--- config.mk ---
export PLATFORM = sky130hd
export DESIGN_NAME = belt_activity_tray_counter
export DESIGN_NICKNAME = d
export VERILOG_FILES = /design/src/sv/bat_pkg.sv /design/src/sv/bat_cell.sv /design/src/sv/bat_spread.sv /design/src/sv/belt_activity_tray_counter.sv
export SDC_FILE = /design/constraint.sdc
export NUM_CORES = 1
export LEC_CHECK = 0
export BUFFER_PORTS_ARGS = -buffer_cell sky130_fd_sc_hd__clkbuf_2
export CORE_MARGIN = 5
export CORE_UTILIZATION = 30
export DETAILED_ROUTE_END_ITERATION = 12
export GPL_TIMING_DRIVEN = 0
export SLEW_MARGIN = 0
export SYNTH_ARGS = -nofsm -noshare
export SYNTH_HDL_FRONTEND = slang
export SYNTH_SLANG_ARGS = --single-unit
--- constraint.sdc ---
create_clock -name aclk -period 4.3 [get_ports aclk]
set_clock_uncertainty 0.15 [all_clocks]
set_input_delay 0.86 -clock aclk [delete_from_list [all_inputs] [get_ports aclk]]
set_output_delay 0.86 -clock aclk [all_outputs]
set_load 0.05 [all_outputs]
--- src/sv/bat_pkg.sv ---
// ----------------------------------------------------------------------------
// bat_pkg
// Shared types and constants for the belt activity tray counter.
// ----------------------------------------------------------------------------
package bat_pkg;

    localparam int SAMPLE_W     = 12;
    localparam int RUN_W        = 10;
    localparam int COUNT_W      = 8;

    localparam logic [SAMPLE_W-1:0] FULL_SCALE   = 12'hFFF;
    localparam logic [SAMPLE_W-1:0] THRESH_RESET = 12'd150;
    localparam logic [RUN_W-1:0]    RUN_MAX      = 10'd1023;
    localparam logic [RUN_W-1:0]    COUNT_MAX    = 10'd255;

    typedef enum logic [1:0] {
        ST_IDLE,
        ST_SCAN,
        ST_DONE
    } state_t;

    typedef struct packed {
        logic en;
        logic first;
    } acc_ctl_t;

endpackage

--- src/sv/bat_cell.sv ---
// ----------------------------------------------------------------------------
// bat_cell
// One window cell: holds a belt sample and passes it on when enabled.
// ----------------------------------------------------------------------------
module bat_cell
    import bat_pkg::*;
(
    input  logic                aclk,
    input  logic                aresetn,
    input  logic                en,
    input  logic [SAMPLE_W-1:0] din,
    output logic [SAMPLE_W-1:0] dout
);

    logic [SAMPLE_W-1:0] data_reg;
    logic [SAMPLE_W-1:0] data_next;

    always_comb begin
        data_next = en ? din : data_reg;
    end

    always_ff @(posedge aclk) begin
        if (!aresetn) begin
            data_reg <= '0;
        end else begin
            data_reg <= data_next;
        end
    end

    assign dout = data_reg;

endmodule

--- src/sv/bat_spread.sv ---
// ----------------------------------------------------------------------------
// bat_spread
// Running min/max over the samples leaving the end of the cell chain.
// ----------------------------------------------------------------------------
module bat_spread
    import bat_pkg::*;
(
    input  logic                aclk,
    input  acc_ctl_t            ctl,
    input  logic [SAMPLE_W-1:0] din,
    output logic [SAMPLE_W-1:0] lo,
    output logic [SAMPLE_W-1:0] hi
);

    logic [SAMPLE_W-1:0] lo_reg, lo_next;
    logic [SAMPLE_W-1:0] hi_reg, hi_next;

    always_comb begin
        lo_next = lo_reg;
        hi_next = hi_reg;
        if (ctl.en) begin
            if (ctl.first) begin
                lo_next = din;
                hi_next = din;
            end else begin
                if (din < lo_reg) lo_next = din;
                if (din > hi_reg) hi_next = din;
            end
        end
    end

    always_ff @(posedge aclk) begin
        lo_reg <= lo_next;
        hi_reg <= hi_next;
    end

    assign lo = lo_reg;
    assign hi = hi_reg;

endmodule

--- src/sv/belt_activity_tray_counter.sv ---
// ----------------------------------------------------------------------------
// belt_activity_tray_counter
// Sliding-window belt activity detector with tray run counting.
// ----------------------------------------------------------------------------
// Flow: an input beat is taken only in idle; no new beat is taken until the
//   window scan by the single min/max comparator, one window cell per cycle,
//   is done and the result beat is written.
// Reset: synchronous, active low; window cells cleared to zero, run cleared,
//   threshold set to 150.
module belt_activity_tray_counter
    import bat_pkg::*;
#(
    parameter int WINDOW_LEN     = 10,
    parameter int TICKS_PER_TRAY = 4
) (
    input  logic        aclk,
    input  logic        aresetn,
    input  logic        cfg_valid,
    output logic        cfg_ready,
    input  logic [11:0] cfg_data,     // range_threshold
    input  logic        s_tvalid,
    output logic        s_tready,
    input  logic [23:0] s_tdata,      // [11:0] belt_sample, [23:12] tray_raw
    output logic        m_tvalid,
    input  logic        m_tready,
    output logic [15:0] m_tdata,      // [0] belt_running, [8:1] tray_count
    output logic [0:0]  m_tuser       // [0] tray_event
);

    localparam int CNT_W = $clog2(WINDOW_LEN);
    localparam int PH_W  = (TICKS_PER_TRAY > 1) ? $clog2(TICKS_PER_TRAY) : 1;

    state_t state_reg, state_next;

    logic [SAMPLE_W-1:0] thresh_reg;
    logic [CNT_W-1:0]    scan_cnt_reg, scan_cnt_next;
    logic                press_nz_reg;
    logic [RUN_W-1:0]    run_reg, run_next;
    logic [RUN_W-1:0]    quot_reg, quot_next;
    logic [PH_W-1:0]     phase_reg, phase_next;

    logic                m_tvalid_reg, m_tvalid_next;
    logic                running_reg;
    logic                event_reg;
    logic [COUNT_W-1:0]  count_reg;

    logic                load, rotate, out_write, scan_last;
    logic                running;
    logic                evt;
    logic [COUNT_W-1:0]  cnt;
    logic [SAMPLE_W-1:0] lo, hi;
    acc_ctl_t            acc_ctl;

    logic [SAMPLE_W-1:0] cell_din [WINDOW_LEN];
    logic [SAMPLE_W-1:0] cell_q   [WINDOW_LEN];

    // ---- window cell chain
    assign load   = s_tvalid && s_tready;
    assign cell_din[0] = load ? s_tdata[11:0] : cell_q[WINDOW_LEN-1];

    genvar g;
    generate
        for (g = 0; g < WINDOW_LEN; g++) begin : g_cell
            if (g > 0) begin : g_link
                assign cell_din[g] = cell_q[g-1];
            end
            bat_cell u_cell (
                .aclk    (aclk),
                .aresetn (aresetn),
                .en      (load || rotate),
                .din     (cell_din[g]),
                .dout    (cell_q[g])
            );
        end
    endgenerate

    // ---- min/max scan
    assign scan_last   = (scan_cnt_reg == CNT_W'(WINDOW_LEN - 1));
    assign acc_ctl.en    = rotate;
    assign acc_ctl.first = (scan_cnt_reg == '0);

    bat_spread u_spread (
        .aclk (aclk),
        .ctl  (acc_ctl),
        .din  (cell_q[WINDOW_LEN-1]),
        .lo   (lo),
        .hi   (hi)
    );

    assign running = ((hi - lo) >= thresh_reg);

    // ---- FSM next state
    always_comb begin
        state_next = state_reg;
        unique case (state_reg)
            ST_IDLE: if (s_tvalid) state_next = ST_SCAN;
            ST_SCAN: if (scan_last) state_next = ST_DONE;
            ST_DONE: if (!m_tvalid_reg || m_tready) state_next = ST_IDLE;
            default: state_next = ST_IDLE;
        endcase
    end

    // ---- FSM outputs
    always_comb begin
        s_tready  = 1'b0;
        rotate    = 1'b0;
        out_write = 1'b0;
        unique case (state_reg)
            ST_IDLE: s_tready  = 1'b1;
            ST_SCAN: rotate    = 1'b1;
            ST_DONE: out_write = !m_tvalid_reg || m_tready;
            default: s_tready  = 1'b0;
        endcase
    end

    always_comb begin
        scan_cnt_next = scan_cnt_reg;
        if (load) begin
            scan_cnt_next = '0;
        end else if (rotate && !scan_last) begin
            scan_cnt_next = scan_cnt_reg + 1'b1;
        end
    end

    // ---- run tracking; quotient kept incrementally
    always_comb begin
        run_next   = run_reg;
        quot_next  = quot_reg;
        phase_next = phase_reg;
        evt        = 1'b0;
        cnt        = '0;
        if (out_write && running) begin
            if (press_nz_reg) begin
                if (run_reg < RUN_MAX) begin
                    run_next = run_reg + 1'b1;
                    if (phase_reg == PH_W'(TICKS_PER_TRAY - 1)) begin
                        phase_next = '0;
                        quot_next  = quot_reg + 1'b1;
                    end else begin
                        phase_next = phase_reg + 1'b1;
                    end
                end
            end else begin
                if (quot_reg != '0) begin
                    evt = 1'b1;
                    cnt = (quot_reg > COUNT_MAX) ? COUNT_MAX[COUNT_W-1:0]
                                                 : quot_reg[COUNT_W-1:0];
                end
                run_next   = '0;
                quot_next  = '0;
                phase_next = '0;
            end
        end
    end

    always_comb begin
        m_tvalid_next = m_tvalid_reg;
        if (out_write) begin
            m_tvalid_next = 1'b1;
        end else if (m_tready) begin
            m_tvalid_next = 1'b0;
        end
    end

    always_ff @(posedge aclk) begin
        if (!aresetn) begin
            state_reg    <= ST_IDLE;
            thresh_reg   <= THRESH_RESET;
            scan_cnt_reg <= '0;
            run_reg      <= '0;
            quot_reg     <= '0;
            phase_reg    <= '0;
            m_tvalid_reg <= 1'b0;
        end else begin
            state_reg    <= state_next;
            scan_cnt_reg <= scan_cnt_next;
            run_reg      <= run_next;
            quot_reg     <= quot_next;
            phase_reg    <= phase_next;
            m_tvalid_reg <= m_tvalid_next;
            if (cfg_valid) begin
                thresh_reg <= cfg_data;
            end
        end
    end

    always_ff @(posedge aclk) begin
        if (load) begin
            press_nz_reg <= (s_tdata[23:12] != FULL_SCALE);
        end
        if (out_write) begin
            running_reg <= running;
            event_reg   <= evt;
            count_reg   <= cnt;
        end
    end

    assign cfg_ready = 1'b1;
    assign m_tvalid  = m_tvalid_reg;
    assign m_tdata   = {7'd0, count_reg, running_reg};
    assign m_tuser   = event_reg;

endmodule

# Yosys cells after proc, flatten, opt, wreduce, memory -nomap -nowiden
# Index checks and enable logic that the tools add are counted.
# W data, S select, Z words.
# totals
reg_bits	196
in_bits	41
out_inout_bits	20
word_cells	91
# classes
n_addsub	5
n_lt_le_gt_ge	5
n_eq_ne	10
mux	24
bitwise_logic	3
n_reduce_logical	21
# ops
cell	n
$mux W12	5
$mux W10	5
$add A10 B1 Y10 const B	2
$ge A12 B12 Y1	1
$gt A12 B12 Y1	1
$lt A12 B12 Y1	1
$mux W2	6
$ne A12 B12 Y1 const B	1
$sub A12 B12 Y12	1
$gt A10 B8 Y1 const B	1
$lt A10 B10 Y1 const B	1
$reduce_bool A10 Y1	1
$mux W8	1
$mux W1	6
$ne A2 B2 Y1 const B	3
$pmux W2 S3	1
$reduce_and A2 Y1	3
$reduce_and A3 Y1	2
$reduce_bool A2 Y1	3
$add A4 B1 Y4 const B	1
$eq A2 B2 Y1 const B	2
$eq A4 B4 Y1 const B	1
$logic_not A4 Y1	1
$ne A2 B1 Y1 const B	2
other kinds (9)	16

# Longest topological paths before layout
# Gate-level depths: netlist (run 1).
# logic_depth
ltp_word	6
mapped_depth	17
depth_no_buf	16

# Cells and area by module
# Synthesis (run 1) repeated with hierarchy kept, for this count alone.
# unflattened
hier_cells	914
hier_area_um2	9266.4
# by_module_without_submodules
module	instances	cells_per_inst	area_per_inst_um2	seq_area_each_um2
bat_cell	10	38	450.4	240.2
belt_activity_tray_counter	1	426	3453.3	1151.1
bat_spread	1	108	1308.8	720.7

# Worst setup path after synthesis (run 1)
# OpenSTA, ideal clock, no wires.
# synth_timing
path_kind	register to register
startpoint	reg u_spread.hi_reg[0] (netlist: u_spread.hi[0])
endpoint	reg count_reg[0] (data pin)
setup_time_ns	0.257
arrival_time_ns	3.055
required_time_ns	3.893
setup_slack_ns	0.838
stages_incl_launch_ff	18
path_buffers	1
period_less_slack_ns	3.462
path_cell_list	edfxtp_1 -> inv_1 -> ha_1 -> inv_1 -> fa_1 -> a21oi_1 -> o21a_1 -> o21ai_0 -> a31o_2 -> a21oi_1 -> xnor2_1 -> ha_1 -> and3_1 -> and3_2 -> a21o_4 -> buf_6 -> nand2_2 -> nor2_1
# synth_between
elab_chain_len	5
# synth_rtl
element	line_no	text
start, declared	bat_spread.sv:16	logic [SAMPLE_W-1:0] hi_reg, hi_next;
start signal, assigned	bat_spread.sv:34	hi_reg <= hi_next;
$sub A12 B12 Y12	belt_activity_tray_counter.sv:90	assign running = ((hi - lo) >= thresh_reg);
$ge A12 B12 Y1	belt_activity_tray_counter.sv:90	
$logic_and A1 B1 Y1	belt_activity_tray_counter.sv:132	if (out_write && running) begin
$not A1 Y1 (no line)	--	
$reduce_or A3 Y1 (no line)	--	
end signal, assigned	belt_activity_tray_counter.sv:194	count_reg <= cnt;
end, declared	belt_activity_tray_counter.sv:45	logic [COUNT_W-1:0] count_reg;
# No other way between the ends.
# A chain may end at the register's enable or synchronous reset.

# Final worst setup path (run 1)
# Same ends and word-level chain as after synthesis.

==> metrics.txt, run 1 <==
outcome completed; Hold Crit Depth 2; Worst setup SP type flop; max-cap violations 0; reg-to-reg slack, setup 380 ps; CORE AREA 0.0288 mm2; most frequent cells in the layout 264 x nand2_1, 161 x dfxtp_1, 139 x a21oi_1; drt initial violations 479; cell area after synthesis 0.00875 mm2; GRT Total Usage 12.4%; layout cells sized above 1 11.5%; hold_buf cts 0; fmax 0.255 GHz; synthesized netlist cell count 1017; Non-Filler Instances 1490; drt first pass iters 5; post-DP HPWL 14800 um; Worst EP required 4340 ps; post-synthesis average cell area 8.60 um2; clock slew at reported path FFs 70 ps; initial antenna violation count 0; P_leak 3.83 nW; GR Overflow Total 0; largest area contributor in the netlist dfxtp_1; WL/cell 13.5 um; top sig layer met4; IO Count 61; clock latency on the worst-skew pair 440 ps; Ant. Diodes 0; Ys Warns 0; RR Startpoint u_spread.hi[0]; Root Driver clkbuf_16; top cell type's share of synthesized area 36.8%; hold endpoint g_cell[8].u_cell.dout[11]; hold wc startpoint g_cell[8].u_cell.dout[11]; Die Ht 181 um; WL met2 9310 um; actual slew at the worst max-slew pin 707 ps; # rows 62; count of final setup violators 0; ys flop type dfxtp_1; RSZ-0062 raised after global routing no; max reg flops 120; Fin Setup TNS 0 ps; antenna viol nets, final 0; Critical Path AT 3950 ps; vias in the first global route 6668; die width 181 um; min Tclk post-route 3920 ps; Seq/Total Area, Yosys 48.8%; synth unique cells 68; Resized Gates After CTS 0; first-pass GRT wire length 33900 um; H-tree levels 4; CTS Buf Count 17; Total Wirelength 20100 um; P&R area growth vs syn 15.7%; deepest clock path buffer count 2; layout net count 1188; commonest non-fill, non-tap cell in the layout nand2_1; Final Hold Viols 0; largest net degree at the start of global routing 20; crit path kind reg -> reg; Synth async-reset ratio 0%; power per cell area 389 mW/mm2; Peak supply drop 0.300 mV; R2R cell count 17; Sequential Area 0.00427 mm2; Initial Utilization 30.4%; routed metal-1 wire length 9830 um; Tcrit/Tclk final 91.1%; IO buf count 51; Placed Cells 1458; vias per cell 4.62; Num Clock Sinks 196; number of synthesized flops with an enable pin 35; via count of the routed design 6883; DR WL met3 772 um; placer congestion estimate 0.814; Synth area leaders dfxtp_1 37%, edfxtp_1 12%, nand2_1 11%, a21oi_1 7.9%, ha_1 7.6%; DR DRC count 0; Setup crit end kind flop; die area 0.0327 mm2; FILL cells 2981; relative slew slack 52.7%; worst r2r dst count_reg[0]; Hold/Removal Path Class reg -> reg; Slew Viols, Final 0; synthesis-stage register bit count 196; post-CTS setup buffers 0; footprint of the multi-input gates 0.00402 mm2; Critical Path Fanout Max 10; final core utilization 35.2%; CTS tree done
==> final cells by class <==
type,instances,share of cell area [%]
clock buffers,19,4.49
multi-input cells,717,39.7
inverters,49,1.82
well taps,384,4.75
flip-flops and latches,196,42.2
clock inverters,13,1.58
plain buffers,61,2.88
repair buffers,51,2.52
==> synth_stat cells (all sizes together), types with 3 or more instances <==
| cell | number |
|---|---|
| nand2 | 266 |
| dfxtp | 161 |
| a21oi | 140 |
| nor2 | 63 |
| ha | 53 |
| inv | 48 |
| edfxtp | 35 |
| clkbuf | 33 |
| buf | 28 |
| nand3 | 13 |
| o21ai | 13 |
| a21o | 12 |
| nand4 | 12 |
| o22ai | 11 |
| o221ai | 9 |
| a31oi | 8 |
| and3 | 8 |
| mux2i | 8 |
| nor3 | 8 |
| or3 | 8 |
| xnor2 | 8 |
| o21a | 7 |
| nor2b | 6 |
| nand2b | 5 |
| xor2 | 5 |
| nor4 | 4 |
| o211ai | 4 |
| a211oi | 3 |
| a22oi | 3 |
| and4 | 3 |
| nand3b | 3 |
| o32ai | 3 |
==> kinds of logic after synthesis <==
family	Yosys count	synth area share, %
AOI/OAI and AO/OA	229	15.7
xor gates and xnor gates	13	1.30
adders and majority gates	54	7.81
buffers and inverters	110	5.43
DFF	196	48.8
muxes	8	0.915
other	2	0.0858
and+or+nand+nor	405	20.0
==> per-layer routing <==
metal,track usage [%],vias up
li1,-,3619
met1,16.9,3142
met2,20.2,104
met3,2.77,18
met4,3.24,0
met5,0,-
==> report_power, final <==
group | leakage [nW] | switching (mW) | internal (mW)
clock network | 0.301 | 0.767 | 0.868
registers | 1.63 | 0.0205 | 1.90
logic | 1.90 | 0.244 | 0.131
==> how the worst max path moves through the flow <==
| stage | from | slack (ps) | to | cells past startpoint |
|---|---|---|---|---|
| 2_1_floorplan | u_spread.hi[0] | 840 | count_reg[0] | 17 |
| 3_3_place_gp | u_spread.hi[0] | 450 | count_reg[7] | 17 |
| 3_5_place_dp | u_spread.hi[0] | 410 | count_reg[0] | 17 |
| 4_1_cts | u_spread.hi[0] | 400 | count_reg[0] | 17 |
| 5_1_grt | u_spread.hi[0] | 200 | quot_reg[9] | 17 |
| 6_report | u_spread.hi[0] | 380 | count_reg[0] | 17 |
==> stage by stage <==
step | total power, mW | hold WS [ps] | setup WS, ps | area (um2)
finish | 3.93 | 303 | 383 | 10100
global route | 4.11 | 318 | 197 | 10100
CTS | 3.98 | 305 | 400 | 10100
global placement | 2.34 | 290 | 446 | 9510
floorplan | 2.24 | 282 | 838 | 8770
detailed placement | 2.34 | 294 | 413 | 9510
==> worst max-delay path, stage by stage (launching register included) <==
cell	delay, ps
edfxtp_1	410
inv_1	80
ha_1	130
inv_1	60
fa_1	400
a21oi_1	200
o21a_1	150
o21ai_0	130
a31o_2	260
a21oi_1	180
xnor2_1	190
ha_1	300
and3_1	160
and3_2	230
a21o_4	260
buf_6	150
nand2_2	150
nor2_1	70
Power figures use the tool's default switching activity.
==> run 2: changes to the inputs <==
==> constraint.sdc (replaced) <==
create_clock -name aclk -period 4.3 [get_ports aclk]
set_clock_uncertainty 0.15 [all_clocks]
set_input_delay 0 -clock aclk [delete_from_list [all_inputs] [get_ports aclk]]
set_output_delay 0 -clock aclk [all_outputs]
set_load 0.05 [all_outputs]
==> run 2 against run 1 <==
Effect of this change:
- non-clock buffer count increased by 36
- global-route usage increased by 0.23 points
- combinational power increased by 7.4%
- power increased by 0.73%
- cell area increased by 3.6%
- via count increased by 2.1%
- maximum frequency about the same
==> metrics.txt, run 2 (synthesized netlist as in run 1, its figures left out) <==
outcome completed; IO Count 61 (unchanged); vias in the first global route 6880 (+3.2%); via count of the routed design 7028 (+2.1%); clock latency on the worst-skew pair 440 ps (about the same); die area 0.0327 mm2 (unchanged); H-tree levels 4 (unchanged); die width 181 um (unchanged); Num Clock Sinks 196 (unchanged); Hold/Removal Path Class in -> reg; Critical Path Fanout Max 10 (unchanged); post-DP HPWL 14800 um (unchanged); final core utilization 36.4% (+1.3 points); Final Hold Viols 0 (unchanged); Ant. Diodes 0 (unchanged); IO buf count 51 (unchanged); Die Ht 181 um (unchanged); commonest non-fill, non-tap cell in the layout nand2_1; Root Driver clkbuf_16; FILL cells 2941 (-1.3%); GR Overflow Total 0 (unchanged); post-CTS setup buffers 0 (unchanged); vias per cell 4.61 (-0.30%); worst setup path endpoint count_reg[0]; dpl ws 413 ps (unchanged); crit path kind reg -> reg; drt initial violations 438 (-8.6%); Critical Path AT 3960 ps (about the same); slowest CP cell edfxtp_1; Non-Filler Instances 1526 (+2.4%); antenna viol nets, final 0 (unchanged); Initial Utilization 30.4% (unchanged); layout net count 1224 (+3.0%); worst r2r dst count_reg[0]; hold_buf cts 36 (+36); RSZ-0062 raised after global routing no; Tcrit/Tclk final 91.1% (about the same); # rows 62 (unchanged); Peak supply drop 0.299 mV (about the same); GRT Total Usage 12.7% (+0.23 points); actual slew at the worst max-slew pin 705 ps (-2.00 ps); count of final setup violators 0 (unchanged); Setup crit start u_spread.hi[0]; Total Wirelength 20500 um (+1.6%); Resized Gates After CTS 0 (unchanged); drt first pass iters 5 (unchanged); first-pass GRT wire length 34600 um (+2.1%); most frequent cells in the layout 264 x nand2_1, 161 x dfxtp_1, 139 x a21oi_1; Setup crit end kind flop; Slew Viols, Final 0 (unchanged); crit-path cells inv_1 -> ha_1 -> inv_1 -> fa_1 -> a21oi_1 -> o21a_1 -> o21ai_0 -> a31o_2 -> a21oi_1 -> xnor2_1 -> ha_1 -> and3_1 -> and3_2 -> a21o_4 -> buf_6 -> nand2_2 -> nor2_1; final setup margin 382 ps (-0.968 ps); CTS tree done; min Tclk post-route 3920 ps (+0.968 ps); WL/cell 13.4 um (-0.75%); P&R area growth vs syn 19.8%; reg-to-reg slack, setup 380 ps (about the same); max-cap violations 0 (unchanged); Fin Setup TNS 0 ps (unchanged); Hold Slack 152 ps (-151 ps); Worst path max stage delay 410 ps (about the same); clock slew at reported path FFs 70 ps (about the same); deepest clock path buffer count 2 (unchanged); max reg flops 120 (unchanged); footprint of the multi-input gates 0.00402 mm2 (unchanged); CTS Buf Count 17 (unchanged); power per cell area 378 mW/mm2 (-2.7%); initial antenna violation count 0 (unchanged); fmax 0.255 GHz (about the same); P_leak 3.97 nW (+3.6%); layout cells sized above 1 11.1% (-0.36 points); RR Startpoint u_spread.hi[0]; Worst setup SP type flop; DR DRC count 0 (unchanged); Worst EP required 4340 ps (about the same); R2R cell count 17 (unchanged); largest net degree at the start of global routing 20 (unchanged); Placed Cells 1458 (unchanged); Sequential Area 0.00427 mm2 (unchanged); relative slew slack 52.8% (+0.13 points); CORE AREA 0.0288 mm2 (unchanged); placer congestion estimate 0.814 (unchanged)
-- run 2: cell types whose count changed in the layout (fill, tap and decap cells not counted) --
cell,change
dlygate4sd3_1,+36
-- run 2: final cells by class --
class / count / area share, %
plain buffers: 61 / 2.78
flip-flops and latches: 196 / 40.8
repair buffers: 87 / 5.87
inverters: 49 / 1.75
clock inverters: 13 / 1.53
well taps: 384 / 4.58
clock buffers: 19 / 4.33
multi-input cells: 717 / 38.4
-- run 2: per-layer routing --
layer | wire length (um) | global-route usage, %
met5 | 0 | 0
met4 | 280 | 3.60
met3 | 696 | 2.88
met2 | 9470 | 20.6
met1 | 10000 | 17.0
-- run 2: how the worst min path moves through the flow --
stage               cells past startpoint            end  slack [ps]        start
global route                            4  thresh_reg[1]         180    cfg_valid
CTS                                     4  thresh_reg[7]         150    cfg_valid
global placement                        3  thresh_reg[1]          70  cfg_data[1]
floorplan                               2  thresh_reg[1]         -20  cfg_data[1]
finish                                  4  thresh_reg[1]         150    cfg_valid
detailed placement                      3  thresh_reg[1]          70  cfg_data[1]
-- run 2: power by group --
part / internal, mW / total [mW] / leakage [nW] / switching (mW)
combinational: 0.154 / 0.404 / 2.04 / 0.250
sequential: 1.90 / 1.92 / 1.63 / 0.0206
clock: 0.868 / 1.64 / 0.301 / 0.768
-- run 2: per-stage QoR --
stage | cell area, um2 | power [mW]
after floorplan | 8770 | 2.24
after global placement | 9510 | 2.34
after CTS | 10500 | 4.01
after detailed placement | 9510 | 2.34
final | 10500 | 3.96
after global routing | 10500 | 4.14
-- run 2: worst max-delay path: cells and delay by family, from the launching register on --
| kind | cells | cell delay, ps |
|---|---|---|
| adders and majority gates | 3 | 830 |
| DFF | 1 | 410 |
| AOI/OAI and AO/OA | 6 | 1180 |
| and+or+nand+nor | 4 | 610 |
| buffers and inverters | 3 | 290 |
| xor gates and xnor gates | 1 | 190 |
==> run 3: changes to the inputs <==
--- a/config.mk
+++ b/config.mk
@@ -10,6 +10,7 @@
 export CORE_UTILIZATION = 30
 export DETAILED_ROUTE_END_ITERATION = 12
 export GPL_TIMING_DRIVEN = 0
+export SETUP_SLACK_MARGIN = 0.5
 export SLEW_MARGIN = 0
 export SYNTH_ARGS = -nofsm -noshare
 export SYNTH_HDL_FRONTEND = slang
==> run 3 against run 2 <==
Effect of this change:
- routed wire length increased by 0.43%
- register-to-register slack better by 250 ps
- count of clock-buffer cells in the layout stayed put
- cell area is 0.61% higher
- critical path depth is the same
- highest routed layer unchanged
==> metrics.txt, run 3 (synthesized netlist as in run 1, its figures left out) <==
outcome completed; layout net count 1225 (+0.082%); drt first pass iters 5 (unchanged); GRT Total Usage 12.7% (unchanged); deepest clock path buffer count 2 (unchanged); worst r2r dst count_reg[0]; most frequent cells in the layout 264 x nand2_1, 161 x dfxtp_1, 136 x a21oi_1; Final Hold Viols 0 (unchanged); Critical Path AT 3710 ps (-250 ps); Worst setup SP type flop; vias in the first global route 6880 (unchanged); total power 3.97 mW (+0.26%); Peak supply drop 0.300 mV (+0.13%); CTS Buf Count 17 (unchanged); actual slew at the worst max-slew pin 697 ps (-7.60 ps); area post-placement 0.00951 mm2 (unchanged); vias per cell 4.60 (about the same); max reg flops 120 (unchanged); CTS tree done; CORE AREA 0.0288 mm2 (unchanged); final core utilization 36.6% (+0.22 points); die width 181 um (unchanged); WL/cell 13.5 um (+0.36%); Initial Utilization 30.4% (unchanged); GR Overflow Total 0 (unchanged); clock latency on the worst-skew pair 440 ps (about the same); Non-Filler Instances 1527 (+0.066%); hold wc startpoint cfg_valid; die area 0.0327 mm2 (unchanged); Tcrit/Tclk final 85.3% (-5.8 points); Hold/Removal Path Class in -> reg; antenna viol nets, final 0 (unchanged); max-cap violations 0 (unchanged); P_leak 3.99 nW (+0.45%); Setup crit start u_spread.hi[0]; reg-to-reg slack, setup 630 ps (+250 ps); FILL cells 2925 (-0.54%); relative slew slack 53.5% (+0.68 points); fmax 0.273 GHz (+6.8%); Hold Crit Depth 4 (unchanged); R2R cell count 17 (unchanged); # rows 62 (unchanged); crit path kind reg -> reg; drt initial violations 444 (+1.4%); Slew Viols, Final 0 (unchanged); Die Ht 181 um (unchanged); largest net degree at the start of global routing 20 (unchanged); clock slew at reported path FFs 70 ps (about the same); IO buf count 51 (unchanged); Critical Path Fanout Max 10 (unchanged); Total Wirelength 20500 um (+0.43%); IO Count 61 (unchanged); Num Clock Sinks 196 (unchanged); Hold Slack 150 ps (-1.44 ps); Fin Setup TNS 0 ps (unchanged); Setup crit end kind flop; via count of the routed design 7030 (+0.028%); final setup margin 632 ps (+250 ps); min Tclk post-route 3670 ps (-250 ps); Placed Cells 1458 (unchanged); dpl ws 413 ps (unchanged); layout cells sized above 1 11.9% (+0.78 points); count of final setup violators 0 (unchanged); Worst EP required 4340 ps (about the same); RR Startpoint u_spread.hi[0]; power per cell area 377 mW/mm2 (-0.34%); P&R area growth vs syn 20.5%; hold endpoint thresh_reg[1]; design area 0.0105 mm2 (+0.61%); DR DRC count 0 (unchanged); initial antenna violation count 0 (unchanged); H-tree levels 4 (unchanged); placer congestion estimate 0.814 (unchanged); first-pass GRT wire length 34600 um (unchanged); post-DP HPWL 14800 um (unchanged); Root Driver clkbuf_16; commonest non-fill, non-tap cell in the layout nand2_1; RSZ-0062 raised after global routing no; Ant. Diodes 0 (unchanged)
[run 3: how the worst max path moves through the flow]
| stage | endpoint | slack [ps] |
|---|---|---|
| global placement | count_reg[7] | 450 |
| finish | count_reg[0] | 630 |
| CTS | count_reg[0] | 550 |
| floorplan | count_reg[0] | 840 |
| global route | count_reg[0] | 490 |
| detailed placement | count_reg[0] | 410 |
[run 3: area by class of cell]
class	instances	area [um2]	share of cell area, %
tap	384	480	4.56
timing repair buffer	88	623	5.91
clock inverter	13	160	1.52
clock buffer	19	454	4.31
inverter	49	184	1.74
multi-input combinational	717	4070	38.6
buffer	61	298	2.82
sequential	196	4270	40.5
[run 3: report_power, final]
group	internal, mW	switching [mW]
Combinational	0.159	0.255
Sequential	1.90	0.0206
Clock	0.868	0.768
[run 3: what timing repair did]
item,4_1_cts,5_1_grt
gates cloned,0,0
setup endpoints to repair,20,31
pin swaps,2,5
resized for setup,3,11
hold buffers,36,0
buffers inserted,0,1
endpoints found under the hold margin,36,0
[run 3: worst max-delay path, cell delays in order, from the launching register on]
cell and delay [ps]:
edfxtp_1 410, inv_1 80, ha_1 130, inv_1 60, fa_2 360, a21oi_2 170, o21a_1 170, o21ai_1 100
a31o_2 250, a21oi_2 170, xnor2_2 150, ha_1 270, and3_1 160, and3_2 230, a21o_4 250, buf_6 160
nand2_8 90, nor2_1 60
[run 3: metal layers]
| metal | vias up | track usage (%) | share of wire [%] |
|---|---|---|---|
| li1 | 3689 | - | - |
| met1 | 3216 | 17.0 | 49 |
| met2 | 106 | 20.6 | 46 |
| met3 | 19 | 2.88 | 3.1 |
| met4 | 0 | 3.60 | 1.4 |
| met5 | - | 0 | 0 |
